### config.mk
export PLATFORM = sky130hd
export DESIGN_NAME = rlos_ctrl
export DESIGN_NICKNAME = d
export VERILOG_FILES = /design/src/rtl/rlos_pkg.sv /design/src/rtl/rlos_ctrl.sv
export SDC_FILE = /design/constraint.sdc
export NUM_CORES = 1
export LEC_CHECK = 0
export ABC_AREA = 1
export BUFFER_PORTS_ARGS = -buffer_cell sky130_fd_sc_hd__buf_4
export CORE_MARGIN = 5
export CORE_UTILIZATION = 45
export CTS_CLUSTER_DIAMETER = 100
export DETAILED_ROUTE_END_ITERATION = 8
export GPL_ROUTABILITY_DRIVEN = 0
export PLACE_DENSITY = 0.74
export SETUP_SLACK_MARGIN = 0.2
export SLEW_MARGIN = 20
export SYNTH_ARGS = -nofsm -noshare
export SYNTH_HDL_FRONTEND = slang
export SYNTH_SLANG_ARGS = --single-unit
### constraint.sdc
create_clock -name clk -period 2.1 [get_ports clk]
set_input_delay 0.105 -clock clk [delete_from_list [all_inputs] [get_ports clk]]
set_output_delay 0.105 -clock clk [all_outputs]
set_load 0.005 [all_outputs]
### src/rtl/rlos_pkg.sv
// shared constants, types and controller/datapath links for the leaf split block
`default_nettype none
package rlos_pkg;

  localparam int CAPACITY = 8;
  localparam int MIN_FILL = 2;
  localparam int MAX_DIMS = 3;
  localparam int TOTAL    = CAPACITY + 1;
  localparam int IDX_W    = $clog2(TOTAL);
  localparam int CNT_W    = $clog2(TOTAL + 1);
  localparam int K_LO     = MIN_FILL;
  localparam int K_HI     = TOTAL - MIN_FILL;
  localparam int K_DEF    = TOTAL / 2;
  localparam int ACC_W    = 32 * MAX_DIMS;
  localparam int MG_W     = 32 + $clog2(2 * MAX_DIMS);

  localparam logic signed [31:0] POS_MOST = 32'sh7fffffff;
  localparam logic signed [31:0] NEG_MOST = 32'sh80000000;
  localparam logic [1:0]         DIMS_RST = 2'd2;

  typedef enum logic [3:0] {
    S_IDLE, S_INS_OUT, S_RANK, S_SORTED, S_SCAN, S_MUL, S_AREA, S_CMP, S_COMMIT, S_EMIT
  } state_t;

  typedef enum logic [1:0] {PR_OV, PR_LA, PR_UA} prod_t;

  typedef struct packed {
    logic             accept;
    logic             ins_out;
    logic             rank;
    logic             def_best;
    logic             scan;
    logic             mul;
    logic             last_prod;
    logic             area;
    logic             cmp;
    logic             commit;
    logic             emit;
    logic             last;
    logic [IDX_W-1:0] idx;
    logic [1:0]       axis;
    logic [CNT_W-1:0] k;
    logic [1:0]       chunk;
    logic [1:0]       dim;
    prod_t            prod;
  } rlos_cmd_t;

  typedef struct packed {
    logic             full;
    logic             out_free;
    logic [1:0]       nd;
    logic [CNT_W-1:0] best_k;
  } rlos_sts_t;

endpackage
`default_nettype wire

### src/rtl/rlos_ctrl.sv
// sequencer for insert, per-axis sort, candidate scoring and sibling emit
`default_nettype none
module rlos_ctrl (
  input  logic               clk,
  input  logic               rst,
  input  logic               in_valid,
  output logic               in_ready,
  input  rlos_pkg::rlos_sts_t sts,
  output rlos_pkg::rlos_cmd_t cmd
);
  import rlos_pkg::*;

  state_t           state, state_next;
  logic [IDX_W-1:0] idx, idx_next;
  logic [1:0]       axis, axis_next;
  logic [CNT_W-1:0] k, k_next;
  logic [1:0]       chunk, chunk_next;
  logic [1:0]       dim, dim_next;
  prod_t            prod, prod_next;

  always_ff @(posedge clk) begin
    if (rst) begin
      state <= S_IDLE;
      idx   <= '0;
      axis  <= '0;
      k     <= '0;
      chunk <= '0;
      dim   <= '0;
      prod  <= PR_OV;
    end else begin
      state <= state_next;
      idx   <= idx_next;
      axis  <= axis_next;
      k     <= k_next;
      chunk <= chunk_next;
      dim   <= dim_next;
      prod  <= prod_next;
    end
  end

  always_comb begin
    state_next = state;
    idx_next   = idx;
    axis_next  = axis;
    k_next     = k;
    chunk_next = chunk;
    dim_next   = dim;
    prod_next  = prod;
    in_ready   = 1'b0;
    cmd        = '0;
    cmd.idx    = idx;
    cmd.axis   = axis;
    cmd.k      = k;
    cmd.chunk  = chunk;
    cmd.dim    = dim;
    cmd.prod   = prod;
    case (state)
      S_IDLE: begin
        in_ready = 1'b1;
        if (in_valid) begin
          cmd.accept = 1'b1;
          if (sts.full) begin
            state_next = S_RANK;
            axis_next  = '0;
            idx_next   = '0;
          end else begin
            state_next = S_INS_OUT;
          end
        end
      end
      S_INS_OUT: begin
        if (sts.out_free) begin
          cmd.ins_out = 1'b1;
          state_next  = S_IDLE;
        end
      end
      S_RANK: begin
        cmd.rank = 1'b1;
        idx_next = idx + 1'b1;
        if (idx == IDX_W'(TOTAL - 1)) begin
          idx_next   = '0;
          state_next = S_SORTED;
        end
      end
      S_SORTED: begin
        cmd.def_best = (axis == 2'd0);
        idx_next     = '0;
        k_next       = CNT_W'(K_LO);
        if (K_LO < K_HI) begin
          state_next = S_SCAN;
        end else if (axis + 2'd1 < sts.nd) begin
          axis_next  = axis + 2'd1;
          state_next = S_RANK;
        end else begin
          state_next = S_COMMIT;
        end
      end
      S_SCAN: begin
        cmd.scan = 1'b1;
        idx_next = idx + 1'b1;
        if (idx == IDX_W'(TOTAL - 1)) begin
          state_next = S_MUL;
          chunk_next = '0;
          dim_next   = '0;
          prod_next  = PR_OV;
        end
      end
      S_MUL: begin
        cmd.mul       = 1'b1;
        cmd.last_prod = (chunk == 2'(MAX_DIMS - 1)) && (dim == sts.nd - 2'd1);
        chunk_next    = chunk + 2'd1;
        if (chunk == 2'(MAX_DIMS - 1)) begin
          chunk_next = '0;
          dim_next   = dim + 2'd1;
          if (dim == sts.nd - 2'd1) begin
            dim_next = '0;
            case (prod)
              PR_OV:   prod_next = PR_LA;
              PR_LA:   prod_next = PR_UA;
              default: state_next = S_AREA;
            endcase
          end
        end
      end
      S_AREA: begin
        cmd.area   = 1'b1;
        state_next = S_CMP;
      end
      S_CMP: begin
        cmd.cmp  = 1'b1;
        idx_next = '0;
        if (k + 1'b1 < CNT_W'(K_HI)) begin
          k_next     = k + 1'b1;
          state_next = S_SCAN;
        end else if (axis + 2'd1 < sts.nd) begin
          axis_next  = axis + 2'd1;
          state_next = S_RANK;
        end else begin
          state_next = S_COMMIT;
        end
      end
      S_COMMIT: begin
        cmd.commit = 1'b1;
        idx_next   = sts.best_k[IDX_W-1:0];
        state_next = S_EMIT;
      end
      S_EMIT: begin
        cmd.last = (idx == IDX_W'(TOTAL - 1));
        if (sts.out_free) begin
          cmd.emit = 1'b1;
          idx_next = idx + 1'b1;
          if (cmd.last) state_next = S_IDLE;
        end
      end
      default: state_next = S_IDLE;
    endcase
  end

endmodule
`default_nettype wire

# --- After elaboration in Yosys (flattened, before gate mapping) ---
# Index checks and enable logic that the tools add are counted.
word_totals:
  register_bits: 20
  input_bits: 11
  out_inout_bits: 29
op_classes:
  add_sub_neg: 6
  magnitude_cmp: 2
  n_eq_ne: 27
  muxes: 48
  n_reduce_logical: 17
ops:
  columns: ["cell", "count"]
  rows:
  - ["$mux W4", 16]
  - ["$pmux W4 S10", 1]
  - ["$mux W2", 13]
  - ["$ne A2 B2 Y1 const B", 13]
  - ["$pmux W4 S6", 1]
  - ["$pmux W2 S2", 5]
  - ["$eq A4 B3 Y1 const B", 4]
  - ["$eq A4 B4 Y1 const B", 3]
  - ["$mux W1", 11]
  - ["$reduce_and A5 Y1", 2]
  - ["$reduce_and A9 Y1", 1]
  - ["$add A4 B1 Y4 const B", 2]
  - ["$eq A4 B2 Y1 const B", 2]
  - ["$pmux W4 S2", 1]
  - ["$add A2 B1 Y2 const B", 3]
  - ["$reduce_bool A2 Y1", 3]
  - ["$reduce_bool A6 Y1", 1]
  - ["$eq A4 B1 Y1 const B", 1]
  - ["$logic_not A2 Y1", 2]
  - ["$logic_not A4 Y1", 1]
  - ["$lt A4 B3 Y1 const B", 1]
  - ["$reduce_and A2 Y1", 2]
  - ["$reduce_and A4 Y1", 1]
  - ["$reduce_or A2 Y1", 2]
  - ["8 further kinds", 8]

# --- Longest topological paths before layout ---
logic_depth:
  depth_word: 6
  ltp_mapped: 11
  mapped_depth_nobuf: 10

# --- Worst setup path before layout ---
# OpenSTA, ideal clock, no wires.
synth_path:
  path_kind: "reg-to-reg"
  start: "reg axis[0]"
  end: "reg axis[0]"
  setup_ns: 0.115
  arrival_time_ns: 1.610
  slack_ns: 0.375
  stages_incl_launch_ff: 11
  synth_period_minus_slack_ns: 1.725
  cell_sequence: "dfxtp_1 inv_1 ha_1 ha_1 a21o_1 nand2_1 nand2_1 nor2_1 nand3_1 nand2_1 nor2_1"
synth_via:
  elab_chain_cells: 4
  elab_cells_between_ends: 7
  cone_classes: "1 x add/sub; 1 x order compare; 1 x eq/ne; 3 x mux; 1 x reduce/logical"
synth_rtl:
  columns: ["element", "line", "source"]
  rows:
  - ["start: declaration", "rlos_ctrl.sv:15", "logic [1:0] axis, axis_next;"]
  - ["start signal: assignment", "rlos_ctrl.sv:33", "axis <= axis_next;"]
  - ["$add A2 B1 Y2 *", "rlos_ctrl.sv:135, rlos_ctrl.sv:136", null]
  - ["$lt A2 B2 Y1 / $mux W2 (equally long branches)", "rlos_ctrl.sv:135", "end else if (axis + 2'd1 < sts.nd) begin"]
  - ["$ne A2 B2 Y1 (no line) / $mux W2 (equally long branches)", null, null]
  - ["$reduce_and A5 Y1 (no line) / $pmux W2 S2 (equally long branches)", null, null]
# Every way passes the cells marked *; elsewhere a longest branch is shown, timed or not. The select of a mux whose other input is x is not followed.
# A chain may end at the register's enable or synchronous reset.

==> reports/metrics.cfg <==
[sta]
skew_ns = 0.0156
tns_ns = 0
rsz0062_at_grt = no
timing.hold.ws_ns = 0.0128
drv_slew = 0
hold_viol = 0
worst_pin_slew_ns = 0.391
layout_min_cycle_time_ns = 1.75
setup_viol = 0
fin_crit_sh = 0.835
slew-limit-headroom = 0.739
clock.fmax_ghz = 0.570

[drt]
drt_iter0_markers = 90
routed_wirelength_mm = 3.74
dr.pass1.iters = 4
viasPerCell = 4.89
antenna_left = 0
drc_errors = 0
num_vias = 1667
routedWlPerCell_um = 11.0

[placement]
hpwl_mm = 2.98
placed_cell_area_sq_um = 1830
io_buffers = 39

[setup_path]
critPathCapture = cmd[21]
crit_path_max_fanout = 7
required_ns = 2.00
path_cells = inv_2 > nor2_4 > nand2_2 > a211oi_1 > buf_4
r2r_slack_ns = 0.35
reg2reg_to = axis[0]
ff2ff_path_depth = 10
critPathLaunchType = register
arrival_ns = 1.65
end_kind = output pin
worst_path_largest_cell_delay_ns = 0.49
crit_cells = 5
cp_top_family = flip-flops
crit_start = state[0]
cp.buffers_inverters = 2
slowest_stage = dfxtp_1
crit_type = reg -> out
r2r-start = axis[0]

[die]
die_width_um = 67.6
fp.dieH_um = 67.6
start_util = 0.454
io_pins = 40
rows = 21
design.die.area_sq_um = 4570
core_sq_um = 3280

[yosys]
synth_top_family_by_area = simple AND/OR/NAND/NOR gates
synth_warnings = 0
synth_cells = 255
synth-seq-cells = 20
synth-seq-area-share = 0.268
synthXorXnorAreaFrac = 0.00587
syn_area_sq_um = 1490
synth_compound_area_frac = 0.0612
synth.area.mux_share = 0
synth_cell_types = 29
synth_fp_nets = 272
avgSynthCellArea_sq_um = 5.85
synth_fa_ha_area_frac = 0.0503
yosys.area_share.simple = 0.512

[status]
status = completed

[power]
combPwrFrac = 0.514
power_frac_seq = 0.303
p_int_uw = 985
power_density_nw_per_um2 = 923
power.share.clock = 0.183
switchingPower_uw = 765
p_leak_uw = 0.000966
irDropWorstVdd_mv = 0.472
p_sw_frac = 0.437
power_uw = 1750

[grt]
antenna_found_initial = 0
track_usage = 0.176
grt_pass1_wl_mm = 6.29
overflow = 0
grt_pass1_vias = 1504
grt_max_degree = 13

[layout]
final_common_cell = nand2_1
layout_common_cells = nand2_1, nor2_1, buf_4
antenna_cells = 0
fin_area_sq_um = 1900
area_growth_pct = 27.1
drive_gt1_frac = 0.231
final_util = 0.578
final_nets = 313

[clocking]
numCtsBuffers = 3
tritoncts = yes
numClockSinks = 20
clk_pin_slew_ns = 0.13
htree_levels = 1
cts_setup_buffers = 0
postCtsHoldBufs = 0
cts-root-buf = clkbuf_4
clock_latency_ns = 0.31
cts_buffer_depth = 2

[worst_hold_path]
hold_start = rst
worstHoldPathType = in -> reg

[run]
drv_cap = 0

-- metrics by stage --
step,std cells,setup WS [ns]
CTS,341,0.210
finish,341,0.346
floorplan,255,0.375
detailed placement,337,0.242
global route,341,0.212
global placement,337,0.302
-- cells by family (layout without fill, tap and decap cells) --
logic type               Yosys count  after routing
XOR/XNOR                           1              1
flip-flops                        20             20
AND/OR/NAND/NOR                  171            171
AO/OA/AOI/OAI                     17             17
buffers and inverters             40             80
adder cells (fa/ha/maj)            6              6
-- layer usage --
layer  part of all wire  routed length [um]  up-vias  global-route usage
li1                   -                   -      881                   -
met3              0.061                 227        5              0.0316
met1               0.47                1760      733               0.229
met4             0.0099                  37        0              0.0734
met2               0.46                1720       48               0.286
met5                  0                   0        -                   0
-- layout make-up --
type                       instances  area [sq um]
clock inverter                     1          30.0
fill                             323          1390
tap                               46          57.6
clock buffer                       3          22.5
timing repair buffer              39           293
inverter                          37           140
sequential                        20           402
multi-input combinational        195           952
-- worst register-to-register path, stage by stage (launching register included) --
cell	delay (ns)
dfxtp_2	0.37
inv_1	0.06
ha_1	0.30
ha_1	0.28
a21o_1	0.20
nand2_2	0.07
nand2_2	0.06
nor2_4	0.13
nand3_1	0.08
nand2_1	0.06
nor2_1	0.04
-- Yosys cell counts, drive strengths merged --
library cell  count  area share
nand3            31        0.12
clkbuf            1      0.0025
nor3b             1      0.0084
clkinv            1      0.0033
nand2            81        0.21
a211oi            1      0.0050
nor2             48        0.13
nor3              2      0.0067
nor4              1      0.0042
nand3b            2       0.010
a31oi             1      0.0042
nand4             4       0.017
inv              36       0.091
ha                6       0.050
dfxtp            20        0.27
buf               2      0.0059
a21o              1      0.0050
a21oi            11       0.037
xnor2             1      0.0059
or2               1      0.0042
o21ai             3       0.010
-- power groups by stage --
stage	Combinational [uW]	Sequential, uW	Clock [uW]
2_1_floorplan	628	510	0
3_3_place_gp	860	537	0
3_5_place_dp	863	538	0
4_1_cts	871	529	329
5_1_grt	1030	544	346
6_report	900	530	320
-- state kept, by name, indices dropped and copies added (netlist names) --
name	cells
k	4
idx	4
dim	2
chunk	2
prod	2
state	4
axis	2
-- timing repair --
action | in CTS | in global routing
endpoints found under the setup margin | 0 | 2
gates resized for setup | 0 | 5
endpoints found under the hold margin | 0 | 0
-- worst min-delay path by stage --
stage | endpoint | cells after the start
floorplan | cmd[27] | 2
global placement | idx[0] | 2
detailed placement | idx[1] | 2
CTS | idx[1] | 2
global route | chunk[1] | 2
finish | chunk[0] | 2
(Power assumes the default switching activity.)
